File: src/rtl/utrb_pkg.sv
// utrb_pkg: shared types, constants and small helper functions for the
// seconds-to-RTC-register converter. No dependencies.
`default_nettype none

package utrb_pkg;

   // Input and split widths
   localparam int UTC_W       = 40;
   localparam int DAYS_W      = 24;            // biased day number, always >= 0
   localparam int REM_W       = 17;            // second of day, 0..86399
   localparam int SEC_DIV_LOW = 7;             // 86400 = 2^7 * 675
   localparam int SEC_DIV_ODD = 675;
   localparam int DIVR_W      = 10;            // remainder of the divide by 675
   localparam int Q1_W        = DAYS_W + DIVR_W;
   localparam int DIV_STEPS   = 8;             // quotient bits per division stage
   localparam int DIV_STAGES  = DAYS_W / DIV_STEPS;

   // Day bias: biased day = floor(t / 86400) + DAY_BIAS, never negative
   localparam longint DAY_BIAS = 6362915;
   localparam logic [Q1_W-1:0] Q1_BIAS = Q1_W'(DAY_BIAS * SEC_DIV_ODD);

   // Time of day
   localparam int     HOUR_W        = 5;
   localparam int     SOH_W         = 12;      // second of hour
   localparam int     MIN_W         = 6;
   localparam longint SECS_PER_HOUR = 3600;
   localparam longint SECS_PER_MIN  = 60;
   localparam int     HOUR_SH       = 29;
   localparam int     HOUR_MUL_W    = 18;
   localparam logic [HOUR_MUL_W-1:0] HOUR_MUL = HOUR_MUL_W'(
      ((longint'(1) << HOUR_SH) + SECS_PER_HOUR - 1) / SECS_PER_HOUR);
   localparam int     MIN_SH        = 18;
   localparam int     MIN_MUL_W     = 13;
   localparam logic [MIN_MUL_W-1:0] MIN_MUL = MIN_MUL_W'(
      ((longint'(1) << MIN_SH) + SECS_PER_MIN - 1) / SECS_PER_MIN);

   // Civil date
   localparam longint EPOCH_SHIFT   = 719468;
   localparam longint DAYS_PER_ERA  = 146097;
   localparam longint ERA_BIAS      = 44;      // keeps the era number positive
   localparam longint YEARS_PER_ERA = 400;
   localparam longint EPOCH_WEEKDAY = 4;       // 1970-01-01 was a Thursday
   localparam logic [DAYS_W-1:0] Z_BIAS = DAYS_W'(
      EPOCH_SHIFT + ERA_BIAS * DAYS_PER_ERA - DAY_BIAS);
   localparam logic [5:0] WD_BIAS = 6'(((EPOCH_WEEKDAY - (DAY_BIAS % 7)) + 7) % 7);

   localparam int ERA_W     = 7;
   localparam int ERA_SH    = 42;
   localparam int ERA_MUL_W = 25;
   localparam logic [ERA_MUL_W-1:0] ERA_MUL = ERA_MUL_W'(
      ((longint'(1) << ERA_SH) + DAYS_PER_ERA - 1) / DAYS_PER_ERA);

   localparam int DOE_W     = 18;
   localparam int DOE_MUL_W = 19;
   localparam int Q4Y_SH    = 29;              // divide by 1460
   localparam logic [DOE_MUL_W-1:0] Q4Y_MUL = DOE_MUL_W'(
      ((longint'(1) << Q4Y_SH) + 1460 - 1) / 1460);
   localparam int Q100Y_SH  = 34;              // divide by 36524
   localparam logic [DOE_MUL_W-1:0] Q100Y_MUL = DOE_MUL_W'(
      ((longint'(1) << Q100Y_SH) + 36524 - 1) / 36524);
   localparam int YEAR_SH   = 27;              // divide by 365
   localparam logic [DOE_MUL_W-1:0] YEAR_MUL = DOE_MUL_W'(
      ((longint'(1) << YEAR_SH) + 365 - 1) / 365);
   localparam logic [DOE_W-1:0] LAST_DOE = DOE_W'(DAYS_PER_ERA - 1);

   localparam int YOE_W     = 9;
   localparam int CENT_SH   = 16;              // divide by 100
   localparam int CENT_MUL_W = 10;
   localparam logic [CENT_MUL_W-1:0] CENT_MUL = CENT_MUL_W'(
      ((longint'(1) << CENT_SH) + 100 - 1) / 100);

   localparam int DOY_W     = 9;
   localparam int MP_W      = 4;
   localparam int MP_SH     = 19;              // divide by 153
   localparam int MP_MUL_W  = 15;
   localparam longint MP_BASE = ((longint'(1) << MP_SH) + 153 - 1) / 153;
   localparam logic [MP_MUL_W-1:0] MP_MUL5 = MP_MUL_W'(5 * MP_BASE);
   localparam logic [MP_MUL_W-1:0] MP_ADD  = MP_MUL_W'(2 * MP_BASE);
   localparam logic [MP_W-1:0]     MP_JAN  = MP_W'(10);
   localparam logic [MP_W-1:0]     MARCH_OFS = MP_W'(3);
   localparam logic [MP_W-1:0]     JAN_OFS   = MP_W'(9);

   localparam int YFULL_W = 16;
   localparam logic [YFULL_W-1:0] Y_LO = YFULL_W'(2000 + ERA_BIAS * YEARS_PER_ERA);
   localparam logic [YFULL_W-1:0] Y_HI = YFULL_W'(2099 + ERA_BIAS * YEARS_PER_ERA);
   localparam logic [YFULL_W-1:0] YEARS_ERA = YFULL_W'(YEARS_PER_ERA);

   localparam int DAYM_W  = 5;
   localparam int WDAY_W  = 3;

   // Two-digit BCD of a value below 100: tens by reciprocal multiply
   localparam int BCD_SH  = 11;
   localparam logic [7:0] BCD_MUL = 8'(((longint'(1) << BCD_SH) + 10 - 1) / 10);

   // Output field widths
   localparam int SEC_BCD_W  = 7;
   localparam int MIN_BCD_W  = 7;
   localparam int HOUR_BCD_W = 6;
   localparam int DAY_BCD_W  = 6;
   localparam int MON_BCD_W  = 5;
   localparam int YEAR_BCD_W = 8;

   // Pipeline depth
   localparam int DAY_LAT     = 1 + DIV_STAGES;
   localparam int CIV_LAT     = 11;
   localparam int TOD_LAT     = 5;
   localparam int TOD_DELAY   = CIV_LAT - TOD_LAT;
   localparam int RSP_LATENCY = DAY_LAT + CIV_LAT;

   // Long division state by 675: remainder, dividend bits shifting out and
   // quotient bits shifting in, low bits of the count riding along
   typedef struct packed {
      logic                   valid;
      logic [DIVR_W-1:0]      rmd;
      logic [DAYS_W-1:0]      num;
      logic [SEC_DIV_LOW-1:0] low;
   } div_state_type;

   typedef struct packed {
      logic [SEC_BCD_W-1:0]  seconds_bcd;
      logic [MIN_BCD_W-1:0]  minutes_bcd;
      logic [HOUR_BCD_W-1:0] hours_bcd;
   } tod_bcd_type;

   typedef struct packed {
      logic                  valid;
      logic [DAY_BCD_W-1:0]  day_bcd;
      logic [WDAY_W-1:0]     weekday;
      logic [MON_BCD_W-1:0]  month_bcd;
      logic [YEAR_BCD_W-1:0] year_bcd;
   } date_bcd_type;

   function automatic logic [7:0] bcd2(input logic [6:0] v);
      logic [14:0] prod;
      logic [3:0]  tens;
      logic [6:0]  ones;
      prod = 15'(v) * 15'(BCD_MUL);
      tens = prod[14:BCD_SH];
      ones = v - 7'(tens) * 7'd10;
      return {tens, ones[3:0]};
   endfunction

   // Octal digits of a number sum to the same residue mod 7
   function automatic logic [WDAY_W-1:0] mod7(input logic [5:0] x);
      logic [3:0] f1;
      logic [3:0] f2;
      f1 = 4'(x[5:3]) + 4'(x[2:0]);
      f2 = 4'(f1[3]) + 4'(f1[2:0]);
      return (f2 == 4'd7) ? 3'd0 : f2[2:0];
   endfunction

   // First day of each March-based month within its year
   function automatic logic [DOY_W-1:0] month_start(input logic [MP_W-1:0] mp);
      logic [DOY_W-1:0] start;
      case (mp)
         4'd0:    start = 9'd0;
         4'd1:    start = 9'd31;
         4'd2:    start = 9'd61;
         4'd3:    start = 9'd92;
         4'd4:    start = 9'd122;
         4'd5:    start = 9'd153;
         4'd6:    start = 9'd184;
         4'd7:    start = 9'd214;
         4'd8:    start = 9'd245;
         4'd9:    start = 9'd275;
         4'd10:   start = 9'd306;
         4'd11:   start = 9'd337;
         default: start = 9'd0;
      endcase
      return start;
   endfunction

endpackage

`default_nettype wire

File: src/rtl/utrb_div_stage.sv
// utrb_div_stage: one register stage of the restoring divide by 675,
// DIV_STEPS quotient bits per stage. Depends on utrb_pkg.
`default_nettype none

module utrb_div_stage import utrb_pkg::*; (
   input  wire logic          clock,
   input  wire logic          reset,
   input  wire div_state_type prev_state,
   output div_state_type      next_state
);

   div_state_type    state_in;
   div_state_type    state_ff;
   logic [DIVR_W:0]  trial;
   logic             fits;

   always_comb begin
      state_in = prev_state;
      trial    = '0;
      fits     = 1'b0;
      for (int i = 0; i < DIV_STEPS; i++) begin
         trial = {state_in.rmd, state_in.num[DAYS_W-1]};
         fits  = (trial >= (DIVR_W+1)'(SEC_DIV_ODD));
         state_in.rmd = fits ? DIVR_W'(trial - (DIVR_W+1)'(SEC_DIV_ODD))
                             : DIVR_W'(trial);
         state_in.num = {state_in.num[DAYS_W-2:0], fits};
      end
   end

   always_ff @(posedge clock) begin
      if (reset) begin
         state_ff <= '0;
      end else begin
         state_ff <= state_in;
      end
   end

   assign next_state = state_ff;

endmodule

`default_nettype wire

File: src/rtl/utrb_day_split.sv
// utrb_day_split: floor split of the signed second count into a biased day
// number and second of day. Depends on utrb_pkg and utrb_div_stage.
`default_nettype none

module utrb_day_split import utrb_pkg::*; (
   input  wire logic                     clock,
   input  wire logic                     reset,
   input  wire logic                     accept,
   input  wire logic signed [UTC_W-1:0]  utc_seconds,
   output div_state_type                 split
);

   logic signed [UTC_W-1:0] shifted;
   logic [Q1_W-1:0]         q1;
   div_state_type           entry_in;
   div_state_type           entry_ff;
   div_state_type           chain [DIV_STAGES+1];

   // floor(t / 128) biased to a positive value; the sum fits in Q1_W bits
   assign shifted = utc_seconds >>> SEC_DIV_LOW;
   assign q1      = shifted[Q1_W-1:0] + Q1_BIAS;

   always_comb begin
      entry_in.valid = accept;
      entry_in.rmd   = q1[Q1_W-1:DAYS_W];
      entry_in.num   = q1[DAYS_W-1:0];
      entry_in.low   = utc_seconds[SEC_DIV_LOW-1:0];
   end

   always_ff @(posedge clock) begin
      if (reset) begin
         entry_ff <= '0;
      end else begin
         entry_ff <= entry_in;
      end
   end

   assign chain[0] = entry_ff;

   for (genvar g = 0; g < DIV_STAGES; g++) begin : g_div
      utrb_div_stage u_stage (
         .clock      (clock),
         .reset      (reset),
         .prev_state (chain[g]),
         .next_state (chain[g+1])
      );
   end

   assign split = chain[DIV_STAGES];

endmodule

`default_nettype wire

File: src/rtl/utrb_clock_fields.sv
// utrb_clock_fields: second of day to BCD hour, minute and second, delayed
// to line up with the date path. Depends on utrb_pkg.
`default_nettype none

module utrb_clock_fields import utrb_pkg::*; (
   input  wire logic             clock,
   input  wire logic [REM_W-1:0] sod,
   output tod_bcd_type           fields
);

   typedef struct packed {
      logic [REM_W-1:0]  sod;
      logic [HOUR_W-1:0] hour;
   } tod1_type;

   typedef struct packed {
      logic [SOH_W-1:0]  soh;
      logic [HOUR_W-1:0] hour;
   } tod2_type;

   typedef struct packed {
      logic [SOH_W-1:0]  soh;
      logic [MIN_W-1:0]  minute;
      logic [HOUR_W-1:0] hour;
   } tod3_type;

   typedef struct packed {
      logic [MIN_W-1:0]  second;
      logic [MIN_W-1:0]  minute;
      logic [HOUR_W-1:0] hour;
   } tod4_type;

   localparam int HP_W = REM_W + HOUR_MUL_W;
   localparam int MP_PW = SOH_W + MIN_MUL_W;

   logic [HP_W-1:0]  hour_prod;
   logic [MP_PW-1:0] min_prod;
   tod1_type    t1_in, t1_ff;
   tod2_type    t2_in, t2_ff;
   tod3_type    t3_in, t3_ff;
   tod4_type    t4_in, t4_ff;
   tod_bcd_type t5_in, t5_ff;
   tod_bcd_type delay_ff [TOD_DELAY];

   assign hour_prod = HP_W'(sod) * HP_W'(HOUR_MUL);
   assign t1_in.sod  = sod;
   assign t1_in.hour = hour_prod[HOUR_SH +: HOUR_W];

   assign t2_in.soh  = SOH_W'(t1_ff.sod - REM_W'(t1_ff.hour) * REM_W'(SECS_PER_HOUR));
   assign t2_in.hour = t1_ff.hour;

   assign min_prod     = MP_PW'(t2_ff.soh) * MP_PW'(MIN_MUL);
   assign t3_in.soh    = t2_ff.soh;
   assign t3_in.minute = min_prod[MIN_SH +: MIN_W];
   assign t3_in.hour   = t2_ff.hour;

   assign t4_in.second = MIN_W'(t3_ff.soh - SOH_W'(t3_ff.minute) * SOH_W'(SECS_PER_MIN));
   assign t4_in.minute = t3_ff.minute;
   assign t4_in.hour   = t3_ff.hour;

   always_comb begin
      t5_in.seconds_bcd = SEC_BCD_W'(bcd2(7'(t4_ff.second)));
      t5_in.minutes_bcd = MIN_BCD_W'(bcd2(7'(t4_ff.minute)));
      t5_in.hours_bcd   = HOUR_BCD_W'(bcd2(7'(t4_ff.hour)));
   end

   always_ff @(posedge clock) begin
      t1_ff       <= t1_in;
      t2_ff       <= t2_in;
      t3_ff       <= t3_in;
      t4_ff       <= t4_in;
      t5_ff       <= t5_in;
      delay_ff[0] <= t5_ff;
      for (int i = 1; i < TOD_DELAY; i++) begin
         delay_ff[i] <= delay_ff[i-1];
      end
   end

   assign fields = delay_ff[TOD_DELAY-1];

endmodule

`default_nettype wire

File: src/rtl/utrb_civil_date.sv
// utrb_civil_date: biased day number to weekday and BCD day, month and year
// through 400-year eras. Depends on utrb_pkg.
`default_nettype none

module utrb_civil_date import utrb_pkg::*; (
   input  wire logic              clock,
   input  wire logic              reset,
   input  wire logic              in_valid,
   input  wire logic [DAYS_W-1:0] days,
   output date_bcd_type           date
);

   typedef struct packed {
      logic              valid;
      logic [DAYS_W-1:0] zp;
      logic [WDAY_W-1:0] wd;
   } c1_type;

   typedef struct packed {
      logic              valid;
      logic [DAYS_W-1:0] zp;
      logic [ERA_W-1:0]  era;
      logic [WDAY_W-1:0] wd;
   } c2_type;

   typedef struct packed {
      logic              valid;
      logic [DOE_W-1:0]  doe;
      logic [ERA_W-1:0]  era;
      logic [WDAY_W-1:0] wd;
   } c3_type;

   typedef struct packed {
      logic              valid;
      logic [DOE_W-1:0]  doe;
      logic [6:0]        q4y;
      logic [2:0]        q100y;
      logic              last;
      logic [ERA_W-1:0]  era;
      logic [WDAY_W-1:0] wd;
   } c4_type;

   typedef struct packed {
      logic              valid;
      logic [DOE_W-1:0]  doe;
      logic [DOE_W-1:0]  tv;
      logic [ERA_W-1:0]  era;
      logic [WDAY_W-1:0] wd;
   } c5_type;

   typedef struct packed {
      logic              valid;
      logic [DOE_W-1:0]  doe;
      logic [YOE_W-1:0]  yoe;
      logic [ERA_W-1:0]  era;
      logic [WDAY_W-1:0] wd;
   } c6_type;

   typedef struct packed {
      logic              valid;
      logic [DOE_W-1:0]  doe;
      logic [YOE_W-1:0]  yoe;
      logic [2:0]        cent;
      logic [ERA_W-1:0]  era;
      logic [WDAY_W-1:0] wd;
   } c7_type;

   typedef struct packed {
      logic               valid;
      logic [DOY_W-1:0]   doy;
      logic [YFULL_W-1:0] ybase;
      logic [WDAY_W-1:0]  wd;
   } c8_type;

   typedef struct packed {
      logic               valid;
      logic [DOY_W-1:0]   doy;
      logic [MP_W-1:0]    mp;
      logic [YFULL_W-1:0] ybase;
      logic [WDAY_W-1:0]  wd;
   } c9_type;

   typedef struct packed {
      logic               valid;
      logic [DAYM_W-1:0]  day;
      logic [MP_W-1:0]    month;
      logic [YFULL_W-1:0] yfull;
      logic [WDAY_W-1:0]  wd;
   } c10_type;

   localparam int EP_W = DAYS_W + ERA_MUL_W;
   localparam int DP_W = DOE_W + DOE_MUL_W;
   localparam int CP_W = YOE_W + CENT_MUL_W;
   localparam int MPP_W = DOY_W + MP_MUL_W;

   c1_type       c1_in, c1_ff;
   c2_type       c2_in, c2_ff;
   c3_type       c3_in, c3_ff;
   c4_type       c4_in, c4_ff;
   c5_type       c5_in, c5_ff;
   c6_type       c6_in, c6_ff;
   c7_type       c7_in, c7_ff;
   c8_type       c8_in, c8_ff;
   c9_type       c9_in, c9_ff;
   c10_type      c10_in, c10_ff;
   date_bcd_type c11_in, c11_ff;

   logic [5:0]       wsum;
   logic [EP_W-1:0]  era_prod;
   logic [DP_W-1:0]  q4y_prod;
   logic [DP_W-1:0]  q100y_prod;
   logic [DP_W-1:0]  year_prod;
   logic [CP_W-1:0]  cent_prod;
   logic [MPP_W-1:0] mp_prod;
   logic [6:0]       year_off;

   // Shift the day onto the era grid and take the weekday from octal digits
   always_comb begin
      wsum = WD_BIAS;
      for (int i = 0; i < DAYS_W / 3; i++) begin
         wsum = wsum + 6'(days[3*i +: 3]);
      end
      c1_in.valid = in_valid;
      c1_in.zp    = days + Z_BIAS;
      c1_in.wd    = mod7(wsum);
   end

   assign era_prod = EP_W'(c1_ff.zp) * EP_W'(ERA_MUL);
   always_comb begin
      c2_in.valid = c1_ff.valid;
      c2_in.zp    = c1_ff.zp;
      c2_in.era   = era_prod[ERA_SH +: ERA_W];
      c2_in.wd    = c1_ff.wd;
   end

   always_comb begin
      c3_in.valid = c2_ff.valid;
      c3_in.doe   = DOE_W'(c2_ff.zp - DAYS_W'(c2_ff.era) * DAYS_W'(DAYS_PER_ERA));
      c3_in.era   = c2_ff.era;
      c3_in.wd    = c2_ff.wd;
   end

   assign q4y_prod   = DP_W'(c3_ff.doe) * DP_W'(Q4Y_MUL);
   assign q100y_prod = DP_W'(c3_ff.doe) * DP_W'(Q100Y_MUL);
   always_comb begin
      c4_in.valid = c3_ff.valid;
      c4_in.doe   = c3_ff.doe;
      c4_in.q4y   = q4y_prod[Q4Y_SH +: 7];
      c4_in.q100y = q100y_prod[Q100Y_SH +: 3];
      c4_in.last  = (c3_ff.doe == LAST_DOE);
      c4_in.era   = c3_ff.era;
      c4_in.wd    = c3_ff.wd;
   end

   // Remove the leap days so one divide by 365 gives the year of era
   always_comb begin
      c5_in.valid = c4_ff.valid;
      c5_in.doe   = c4_ff.doe;
      c5_in.tv    = c4_ff.doe - DOE_W'(c4_ff.q4y) + DOE_W'(c4_ff.q100y)
                    - DOE_W'(c4_ff.last);
      c5_in.era   = c4_ff.era;
      c5_in.wd    = c4_ff.wd;
   end

   assign year_prod = DP_W'(c5_ff.tv) * DP_W'(YEAR_MUL);
   always_comb begin
      c6_in.valid = c5_ff.valid;
      c6_in.doe   = c5_ff.doe;
      c6_in.yoe   = year_prod[YEAR_SH +: YOE_W];
      c6_in.era   = c5_ff.era;
      c6_in.wd    = c5_ff.wd;
   end

   assign cent_prod = CP_W'(c6_ff.yoe) * CP_W'(CENT_MUL);
   always_comb begin
      c7_in.valid = c6_ff.valid;
      c7_in.doe   = c6_ff.doe;
      c7_in.yoe   = c6_ff.yoe;
      c7_in.cent  = cent_prod[CENT_SH +: 3];
      c7_in.era   = c6_ff.era;
      c7_in.wd    = c6_ff.wd;
   end

   always_comb begin
      c8_in.valid = c7_ff.valid;
      c8_in.doy   = DOY_W'(c7_ff.doe - (DOE_W'(c7_ff.yoe) * DOE_W'(365)
                    + DOE_W'(c7_ff.yoe[YOE_W-1:2]) - DOE_W'(c7_ff.cent)));
      c8_in.ybase = YFULL_W'(c7_ff.yoe) + YFULL_W'(c7_ff.era) * YEARS_ERA;
      c8_in.wd    = c7_ff.wd;
   end

   // (5*doy + 2) / 153 folded into one multiply and add
   assign mp_prod = MPP_W'(c8_ff.doy) * MPP_W'(MP_MUL5) + MPP_W'(MP_ADD);
   always_comb begin
      c9_in.valid = c8_ff.valid;
      c9_in.doy   = c8_ff.doy;
      c9_in.mp    = mp_prod[MP_SH +: MP_W];
      c9_in.ybase = c8_ff.ybase;
      c9_in.wd    = c8_ff.wd;
   end

   // January and February belong to the next calendar year
   always_comb begin
      c10_in.valid = c9_ff.valid;
      c10_in.day   = DAYM_W'(c9_ff.doy - month_start(c9_ff.mp) + DOY_W'(1));
      c10_in.month = (c9_ff.mp < MP_JAN) ? c9_ff.mp + MARCH_OFS : c9_ff.mp - JAN_OFS;
      c10_in.yfull = c9_ff.ybase + YFULL_W'(c9_ff.mp >= MP_JAN);
      c10_in.wd    = c9_ff.wd;
   end

   always_comb begin
      year_off         = ((c10_ff.yfull >= Y_LO) && (c10_ff.yfull <= Y_HI))
                         ? 7'(c10_ff.yfull - Y_LO) : 7'd0;
      c11_in.valid     = c10_ff.valid;
      c11_in.day_bcd   = DAY_BCD_W'(bcd2(7'(c10_ff.day)));
      c11_in.weekday   = c10_ff.wd;
      c11_in.month_bcd = MON_BCD_W'(bcd2(7'(c10_ff.month)));
      c11_in.year_bcd  = bcd2(year_off);
   end

   always_ff @(posedge clock) begin
      if (reset) begin
         c1_ff  <= '0;
         c2_ff  <= '0;
         c3_ff  <= '0;
         c4_ff  <= '0;
         c5_ff  <= '0;
         c6_ff  <= '0;
         c7_ff  <= '0;
         c8_ff  <= '0;
         c9_ff  <= '0;
         c10_ff <= '0;
         c11_ff <= '0;
      end else begin
         c1_ff  <= c1_in;
         c2_ff  <= c2_in;
         c3_ff  <= c3_in;
         c4_ff  <= c4_in;
         c5_ff  <= c5_in;
         c6_ff  <= c6_in;
         c7_ff  <= c7_in;
         c8_ff  <= c8_in;
         c9_ff  <= c9_in;
         c10_ff <= c10_in;
         c11_ff <= c11_in;
      end
   end

   assign date = c11_ff;

endmodule

`default_nettype wire

File: src/rtl/unix_time_to_rtc_bcd.sv
// unix_time_to_rtc_bcd: top level of the seconds-to-RTC-register converter.
// Depends on utrb_pkg, utrb_day_split, utrb_clock_fields, utrb_civil_date.
//
// Converts a signed 40-bit count of seconds since 1970-01-01 00:00 UTC into
// the seven RTC register fields: BCD second, minute and hour, BCD day of
// month, binary weekday (0 = Sunday), BCD month and a BCD two-digit year
// that reads 00 outside 2000..2099. Negative counts round the day toward
// minus infinity. A transaction is taken on a clock edge with start high and
// busy low; busy is high only during reset and the cycle after it, so one
// transaction can be issued every clock. Each result appears on the rsp_
// ports with rsp_valid high for exactly one cycle, in issue order; the
// receiver cannot stall it. Between a transaction being taken and its
// result lie one input register, three stages of an eight-bit-per-stage
// restoring divide by 675 that finishes the split of the count into day and
// second of day, and eleven stages of the date path (era, year, month and
// day recovered through constant reciprocal multiplies). The time-of-day
// path is shorter and is delayed to line up with the date.
`default_nettype none

module unix_time_to_rtc_bcd import utrb_pkg::*; (
   input  wire logic                    clock,
   input  wire logic                    reset,
   input  wire logic                    start,
   output logic                         busy,
   input  wire logic signed [UTC_W-1:0] req_utc_seconds,
   output logic                         rsp_valid,
   output logic [SEC_BCD_W-1:0]         rsp_seconds_bcd,
   output logic [MIN_BCD_W-1:0]         rsp_minutes_bcd,
   output logic [HOUR_BCD_W-1:0]        rsp_hours_bcd,
   output logic [DAY_BCD_W-1:0]         rsp_day_bcd,
   output logic [WDAY_W-1:0]            rsp_weekday,
   output logic [MON_BCD_W-1:0]         rsp_month_bcd,
   output logic [YEAR_BCD_W-1:0]        rsp_year_bcd
);

   logic          busy_ff;
   logic          accept;
   div_state_type split;
   tod_bcd_type   tod;
   date_bcd_type  date;

   // Hold off transactions while the pipeline valids are being cleared
   always_ff @(posedge clock) begin
      if (reset) begin
         busy_ff <= 1'b1;
      end else begin
         busy_ff <= 1'b0;
      end
   end

   assign busy   = busy_ff;
   assign accept = start && !busy_ff;

   // Day number and second of day
   utrb_day_split u_day_split (
      .clock       (clock),
      .reset       (reset),
      .accept      (accept),
      .utc_seconds (req_utc_seconds),
      .split       (split)
   );

   // Second of day is the division remainder followed by the low seven bits
   utrb_clock_fields u_clock_fields (
      .clock  (clock),
      .sod    ({split.rmd, split.low}),
      .fields (tod)
   );

   // The date path carries the transaction valid
   utrb_civil_date u_civil_date (
      .clock    (clock),
      .reset    (reset),
      .in_valid (split.valid),
      .days     (split.num),
      .date     (date)
   );

   assign rsp_valid       = date.valid;
   assign rsp_seconds_bcd = tod.seconds_bcd;
   assign rsp_minutes_bcd = tod.minutes_bcd;
   assign rsp_hours_bcd   = tod.hours_bcd;
   assign rsp_day_bcd     = date.day_bcd;
   assign rsp_weekday     = date.weekday;
   assign rsp_month_bcd   = date.month_bcd;
   assign rsp_year_bcd    = date.year_bcd;

endmodule

`default_nettype wire

File: config.mk
export PLATFORM = sky130hd
export DESIGN_NAME = unix_time_to_rtc_bcd
export DESIGN_NICKNAME = d
export VERILOG_FILES = /design/src/rtl/utrb_pkg.sv /design/src/rtl/utrb_div_stage.sv /design/src/rtl/utrb_day_split.sv /design/src/rtl/utrb_clock_fields.sv /design/src/rtl/utrb_civil_date.sv /design/src/rtl/unix_time_to_rtc_bcd.sv
export SDC_FILE = /design/constraint.sdc
export NUM_CORES = 2
export LEC_CHECK = 0
export ABC_AREA = 0
export BUFFER_PORTS_ARGS = -buffer_cell sky130_fd_sc_hd__buf_2
export CAP_MARGIN = 20
export CORE_MARGIN = 3
export CORE_UTILIZATION = 50
export DETAILED_ROUTE_END_ITERATION = 10
export GPL_TIMING_DRIVEN = 0
export HOLD_SLACK_MARGIN = 0.06
export MAX_ROUTING_LAYER = met4
export PLACE_DENSITY_LB_ADDON = 0.1
export SYNTH_ARGS = -nofsm -noshare
export SYNTH_HDL_FRONTEND = slang
export SYNTH_SLANG_ARGS = --single-unit
File: constraint.sdc
create_clock -name clock -period 36.4 [get_ports clock]
set_input_delay 1.82 -clock clock [delete_from_list [all_inputs] [get_ports clock]]
set_output_delay 1.82 -clock clock [all_outputs]
set_load 0.02 [all_outputs]
* Word-level counts from Yosys, hierarchy flattened
Memory sizes are Yosys's and may differ from the RTL's. A register that Yosys moved wholly into a read port is not among the register bits. Index checks and enable logic that the tools add are counted.
Word-level totals: register bits 592, bits in writable memories 120, memory bits (read-only) 144, bits of input ports 43, output and inout bits 44, logic and storage cells 231, memories kept 2
Memory list:
- (no name shown) | words 16, bits a word 9, read ports 1, clocked after memory_dff 1, wr ports 0, RTL line utrb_pkg.sv:155 | case (mp)
- u_clock_fields.delay_ff | words 6, bits a word 20, read ports 6, clocked after memory_dff 0, wr ports 6, RTL line utrb_clock_fields.sv:43 | tod_bcd_type delay_ff [TOD_DELAY];
Cells by class: add/subtract/negate cells 59, multiply operators 25, $lt $le $gt $ge 28, equal/unequal tests 2, multiplexer cells 28, reduce and logical (&&, ||, !) cells 4
Operators with widths (count):
- $ge A11 B10 Y1 const B | 24
- $mux W10 | 24
- $sub A10 B10 Y10 const B | 24
- $mul A18 B16 Y33 const B | 2
- $mul A24 B24 Y48 const B | 1
- $add A6 B3 Y6 | 7
- $mul A18 B19 Y37 const B | 1
- $add A34 B33 Y34 const B | 1
- $mul A17 B18 Y34 const B | 1
- $mul A6 B8 Y14 const B | 2
- $mul A5 B8 Y13 const B | 2
- $add A24 B20 Y24 const B | 1
- $sub A4 B4 Y4 | 6
- $add A23 B13 Y23 const B | 1
- $mul A12 B12 Y23 const B | 1
- $mul A9 B15 Y23 const B | 1
- $add A18 B3 Y18 | 1
- $eq A18 B18 Y1 const B | 1
- $mul A7 B18 Y18 const B | 1
- $sub A18 B1 Y18 | 1
- $sub A18 B18 Y18 | 1
- $sub A18 B7 Y18 | 1
- $add A16 B1 Y16 | 1
- $add A9 B16 Y16 | 1
- 35 further kinds | 39

* Depth between registers and ports, before layout
word-level depth 16, gate-level depth with buffers 56, mapped depth without buffers 48

* By module
A second synthesis with hierarchy kept.
Second synthesis, totals: cells, all modules 7979, area, all modules 76234.4 um^2
By module, submodules not included:
- utrb_civil_date | times used 1, cells each 4327, area each 44415.1 um^2, sequential area each 6806.5 um^2
- utrb_div_stage | times used 3, cells each 801, area each 5979.5 um^2, sequential area each 840.8 um^2
- utrb_clock_fields | times used 1, cells each 1041, area each 12001.5 um^2, sequential area each 4164.0 um^2
- utrb_day_split | times used 1, cells each 206, area each 1845.5 um^2, sequential area each 840.8 um^2
- unix_time_to_rtc_bcd | times used 1, cells each 2, area each 33.8 um^2, sequential area each 20.0 um^2

* Least setup slack after synthesis
No wires, ideal clock.
path type reg2reg, start point register u_day_split.g_div[0].u_stage.state_ff (netlist bit u_day_split.g_div[0].u_stage.next_state[36]), end point register u_day_split.g_div[1].u_stage.state_ff (netlist bit u_day_split.g_div[1].u_stage.next_state[39]), setup time 0.123 ns, arrival time 11.462 ns, data required time 36.277 ns, setup slack 24.814 ns, stages on the path, launching flop included 50, buffers on the path 7, clock period less this slack 11.586 ns, path through dfxtp_1 -> buf_2 -> or4_4 -> o21a_1 -> buf_2 -> a2111oi_2 -> a211oi_2 -> o21ai_1 -> nand3_1 -> a21oi_1 -> xor2_1 -> inv_1 -> ha_1 -> clkbuf_1 -> nor2b_1 -> mux2i_1 -> nor3_2 -> a2111oi_4 -> (+14 left out) -> xnor2_1 -> ha_1 -> clkbuf_1 -> inv_1 -> a2111oi_0 -> a221o_1 -> nor2_1 -> a311o_1 -> or3b_1 -> nor3b_1 -> or3_1 -> buf_2 -> mux2_2 -> a2111oi_4 -> a211oi_2 -> nor2_4 -> a21oi_1 -> mux2_1
Between the ends: word-level cells in the longest chain between the ends 16, elaborated cells on any way between the ends 24, those cells by class 8 x add/sub; 8 x order compare; 8 x mux
Ends and longest elaborated chain:
- from (decl) | RTL line utrb_div_stage.sv:13 | div_state_type state_ff;
- from (signal assigned) | RTL line utrb_div_stage.sv:34 | state_ff <= state_in;
- $sub A10 B10 Y10 / $ge A11 B10 Y1 (equally long branches) | RTL line utrb_div_stage.sv:24, utrb_div_stage.sv:23
- $mux W10 (*) | RTL line utrb_div_stage.sv:24 | state_in.rmd = fits ? DIVR_W'(trial - (DIVR_W+1)'(SEC_DIV_ODD))
- $sub A10 B10 Y10 / $ge A11 B10 Y1 (equally long branches) | RTL line utrb_div_stage.sv:24, utrb_div_stage.sv:23
- $mux W10 (*) | RTL line utrb_div_stage.sv:24
- $sub A10 B10 Y10 / $ge A11 B10 Y1 (equally long branches) | RTL line utrb_div_stage.sv:24, utrb_div_stage.sv:23
- $mux W10 (*) | RTL line utrb_div_stage.sv:24
- $sub A10 B10 Y10 / $ge A11 B10 Y1 (equally long branches) | RTL line utrb_div_stage.sv:24, utrb_div_stage.sv:23
- $mux W10 (*) | RTL line utrb_div_stage.sv:24
- $ge A11 B10 Y1 / $sub A10 B10 Y10 (equally long branches) | RTL line utrb_div_stage.sv:23, utrb_div_stage.sv:24
- $mux W10 (*) | RTL line utrb_div_stage.sv:24
- $sub A10 B10 Y10 / $ge A11 B10 Y1 (equally long branches) | RTL line utrb_div_stage.sv:24, utrb_div_stage.sv:23
- $mux W10 (*) | RTL line utrb_div_stage.sv:24
- $sub A10 B10 Y10 / $ge A11 B10 Y1 (equally long branches) | RTL line utrb_div_stage.sv:24, utrb_div_stage.sv:23
- $mux W10 (*) | RTL line utrb_div_stage.sv:24
- $sub A10 B10 Y10 / $ge A11 B10 Y1 (equally long branches) | RTL line utrb_div_stage.sv:24, utrb_div_stage.sv:23
- $mux W10 (*) | RTL line utrb_div_stage.sv:24
- to (signal assigned) | RTL line utrb_div_stage.sv:34
- to (decl) | RTL line utrb_div_stage.sv:13
Mark *: on every way between the ends. The rest lies on a longest branch, timed or not. A chain may end at the register's enable or synchronous reset.

* Worst setup path after layout
start point register u_day_split.entry_ff (netlist bit u_day_split.chain[156]), end point register u_day_split.g_div[0].u_stage.state_ff (netlist bit u_day_split.g_div[0].u_stage.next_state[37])
Between the ends: word-level cells in the longest chain between the ends 16, elaborated cells on any way between the ends 24, those cells by class 8 x add/sub; 8 x order compare; 8 x mux
Ends and longest elaborated chain:
- from (decl) | RTL line utrb_day_split.sv:16 | div_state_type entry_ff;
- from (signal assigned) | RTL line utrb_day_split.sv:34 | entry_ff <= entry_in;
- $sub A10 B10 Y10 / $ge A11 B10 Y1 (equally long branches) | RTL line utrb_div_stage.sv:24, utrb_div_stage.sv:23
- $mux W10 (*) | RTL line utrb_div_stage.sv:24
- $sub A10 B10 Y10 / $ge A11 B10 Y1 (equally long branches) | RTL line utrb_div_stage.sv:24, utrb_div_stage.sv:23
- $mux W10 (*) | RTL line utrb_div_stage.sv:24
- $sub A10 B10 Y10 / $ge A11 B10 Y1 (equally long branches) | RTL line utrb_div_stage.sv:24, utrb_div_stage.sv:23
- $mux W10 (*) | RTL line utrb_div_stage.sv:24
- $sub A10 B10 Y10 / $ge A11 B10 Y1 (equally long branches) | RTL line utrb_div_stage.sv:24, utrb_div_stage.sv:23
- $mux W10 (*) | RTL line utrb_div_stage.sv:24
- $sub A10 B10 Y10 / $ge A11 B10 Y1 (equally long branches) | RTL line utrb_div_stage.sv:24, utrb_div_stage.sv:23
- $mux W10 (*) | RTL line utrb_div_stage.sv:24
- $sub A10 B10 Y10 / $ge A11 B10 Y1 (equally long branches) | RTL line utrb_div_stage.sv:24, utrb_div_stage.sv:23
- $mux W10 (*) | RTL line utrb_div_stage.sv:24
- $ge A11 B10 Y1 / $sub A10 B10 Y10 (equally long branches) | RTL line utrb_div_stage.sv:23, utrb_div_stage.sv:24
- $mux W10 (*) | RTL line utrb_div_stage.sv:24
- $sub A10 B10 Y10 / $ge A11 B10 Y1 (equally long branches) | RTL line utrb_div_stage.sv:24, utrb_div_stage.sv:23
- $mux W10 (*) | RTL line utrb_div_stage.sv:24
Marked as above.

==> run summary <==
The total of max-cap violations came out at 0. Wires add up to 163.5 mm. The total die area came out at 148,200 sq um. The number of antenna violations at the first check in global routing is 6. In this run the critical register-to-register path is launched from u_day_split.chain[156]$_SDFF_PP0_.

The path class of the tightest hold or removal check is reg2reg. The most numerous cell type found on the critical path is xnor2_1. The largest net degree at the start of global routing came out at 16. Counting every net in the synthesized netlist gives 9,414. The number of global-route vias before repair came to 51.22k. The tree is rooted in a clkbuf_16. For the worst setup path, the data arrival time is 15.42 ns. The hold violation total from the final report came out at 0. In this run the worst path has a maximum fanout of 10. The effective utilization at floorplan is 50.52%. The vertical die dimension is 384.9 microns.

STA classifies the critical path startpoint as a flop. The number of buffers created by CTS is 79. Buffers placed on the I/O ports in this run total 86. In the synthesized netlist the dominant register cell turns out to be dfxtp_1. The count of distinct cell types in the synthesized netlist is 124. The final worst-path cycle share came out at 40.85%. Hold repair after CTS inserted 0 buffers. The average detailed-routed wire length per instance is 17.42 microns. Of the cells placed in the final design, the portion with a size suffix greater than 1 is 5.335%. In this run, the number of DRC markers left after iteration 0 of detailed routing was 2,625. The final max-slew violation count came to 0. The layout overhead on the synthesized area came out at 7.772%. Once detail routing completed, the nets flagged for antenna violations numbered 0. During synthesis, Yosys emitted a total of 0 warnings. The maximum level of the CTS H-tree came out at 3.

The floorplan has 138 rows. The worst setup path is captured at a flop. The relative max-transition margin came out at 22.60%.

The synthesized area per cell is 9.878 sq um. The setup check on the worst reg-to-reg path leaves a slack of 21.53 ns. In this design, the stage delay of the slowest critical-path cell is 0.89 ns. The number of setup buffers added after CTS is 0. The worst hold path begins at u_clock_fields.t1_ff[5]$_DFF_P_. The final setup TNS came out at 0 ns. The detailed-routing iteration count for the pre-antenna-repair pass is 6.

The gate count after technology mapping is 7,267. The core utilization of the finished layout came out at 54.44%. For this run, asynchronously set or reset flops after synthesis account for 0%. For hold timing, the worst endpoint is u_clock_fields.t2_ff[5]$_DFF_P_.

The core footprint came out at 142,100 sq um. The width of the die came out at 384.9 microns. The post-layout net count came out at 9,586. Leaving out fill and tap cells, the most frequent cells in the layout are ha_1, inv_1, fa_1. The first global-routing pass estimated 271.4 mm of wire. No sink is reached through more buffers than the 3 on the longest clock path.

The setup path with the least slack is of type reg2reg. The overall global routing resource usage is 23.46%. The critical path data required time came out at 36.95 ns. The length in cells of the worst reg-to-reg path is 45. TritonCTS built the clock tree. Sequential elements use 20.00% of the synthesized area.

Clock-pin slew was measured on the worst setup and hold paths at 0.07 ns. The number of gates resized after CTS was 0. The remaining routing DRC violations came out at 0. The cell depth of the worst hold path is 0. Routability-driven placement finished with a final weighted congestion of 0.9199. The tree built by TritonCTS fans out to 717 sinks. The count of flip-flops with a built-in enable after synthesis came out at 0. The achievable frequency came out at 0.06726 GHz.

The run finished with clean final reports. The final critical path time including I/O delays and setup came out at 14.87 ns. The library cell used most frequently in the layout, excluding fill and tap cells, is ha_1. The count of boundary I/O pins came out at 87.

The worst register-to-register path ends at u_day_split.g_div[0].u_stage.next_state[37]$_SDFF_PP0_. The aggregate global routing overflow came out at 0. Summing over every cut layer, the via total after detailed routing is 49.90k.

Setup repair after global routing left no endpoint under its margin. The synthesized cell area is 71,780 sq um. The number of endpoints failing setup at the final stage is 0. On the critical path, the stage with the largest delay is an instance of a2111oi_2. The total half-perimeter wirelength after legalization and detailed placement came out at 135.9 mm.

The number of flip-flops and latches in the synthesized netlist is 717. The worst-case clock skew came out at 0.05444 ns. The via-per-instance ratio came out at 5.314. The clock latency on the worst-skew pair is 0.71 ns. The transition time of the tightest slew-check pin came out at 1.161 ns.
critical path: cells and delay by family (launching register included):
kind                       cells  cell delay [ns]
AOI/OAI and AO/OA             19             7.35
and+or+nand+nor                9             1.94
xor gates and xnor gates       5             1.55
adders and majority gates      4             1.22
buffers and inverters          6             1.22
muxes                          2             0.90
DFF                            1             0.52
how the worst max path moves through the flow:
stage | endpoint | from
2_1_floorplan | u_day_split.g_div[1].u_stage.next_state[39]$_SDFF_PP0_ | u_day_split.g_div[0].u_stage.next_state[36]$_SDFF_PP0_
3_3_place_gp | u_day_split.g_div[1].u_stage.next_state[39]$_SDFF_PP0_ | u_day_split.g_div[0].u_stage.next_state[31]$_SDFF_PP0_
3_5_place_dp | u_day_split.g_div[0].u_stage.next_state[37]$_SDFF_PP0_ | u_day_split.chain[156]$_SDFF_PP0_
4_1_cts | u_day_split.g_div[0].u_stage.next_state[37]$_SDFF_PP0_ | u_day_split.chain[156]$_SDFF_PP0_
5_1_grt | u_day_split.g_div[0].u_stage.next_state[37]$_SDFF_PP0_ | u_day_split.chain[157]$_SDFF_PP0_
6_report | u_day_split.g_div[0].u_stage.next_state[37]$_SDFF_PP0_ | u_day_split.chain[156]$_SDFF_PP0_
sequential cells by signal (all words and copies together), names as in the netlist, 32 cells and up, named ones only:
register / count
u_day_split.g_div.u_stage.next_state: 126
u_clock_fields.delay_ff: 120
u_day_split.chain: 42
u_civil_date.c4_ff: 40
u_civil_date.c5_ff: 38
u_civil_date.c7_ff: 32
through the flow:
step / hold slack [ns] / worst slack (ns) / cell area [sq um] / std cells
finish: 0.2942 / 21.53 / 77360 / 9389
CTS: 0.2900 / 21.74 / 77360 / 9387
global route: 0.2864 / 20.14 / 77360 / 9389
detailed placement: 0.3121 / 21.79 / 74650 / 9248
global placement: 0.3096 / 21.93 / 74580 / 9243
floorplan: 0.3096 / 24.81 / 71780 / 7267
metal layers:
layer	global-route usage, %	part of all wire, %	vias up
li1	-	-	24640
met1	31.40	47	24270
met2	38.82	48	792
met3	2.252	3.2	192
met4	4.871	2.0	0
met5	-	0	-
synthesized netlist by cell type, drive strengths merged, types with 101 or more instances:
cell type | n | area [sq um]
dfxtp | 717 | 14350
ha | 1323 | 16550
xnor2 | 267 | 2354
nor2b | 293 | 1833
a21o | 116 | 870.8
nor2 | 429 | 1625
o21ai | 217 | 1105
inv | 1238 | 4647
nand2 | 189 | 714.4
fa | 781 | 15640
a21oi | 253 | 1270
xor2 | 106 | 935.9
nor3 | 102 | 535.5
clkbuf | 101 | 379.1
layout make-up:
cell class | instances | area, sq um
fillers | 12800 | 64740
multi-input cells | 5173 | 52190
flip-flops and latches | 717 | 14350
inverters | 1238 | 4647
well taps | 1890 | 2365
clock buffers | 100 | 2166
plain buffers | 139 | 595.6
clock inverters | 39 | 545.5
repair buffers | 91 | 494.2
diodes | 2 | 5.005
cell families (layout without fill, tap and decap cells):
kind of cell,count (synthesis),in the layout,synth area share [%]
AOI/OAI and AO/OA,1149,1149,11.40
xor gates and xnor gates,373,373,4.582
adders and majority gates,2105,2105,44.85
muxes,76,76,1.135
and+or+nand+nor,1470,1470,10.74
other,0,2,0
DFF,717,717,20.00
buffers and inverters,1377,1607,7.298
Power is left out: the tool's default activity adds up to more than one toggle a clock period on the data nets, which glitch-free logic cannot reach.
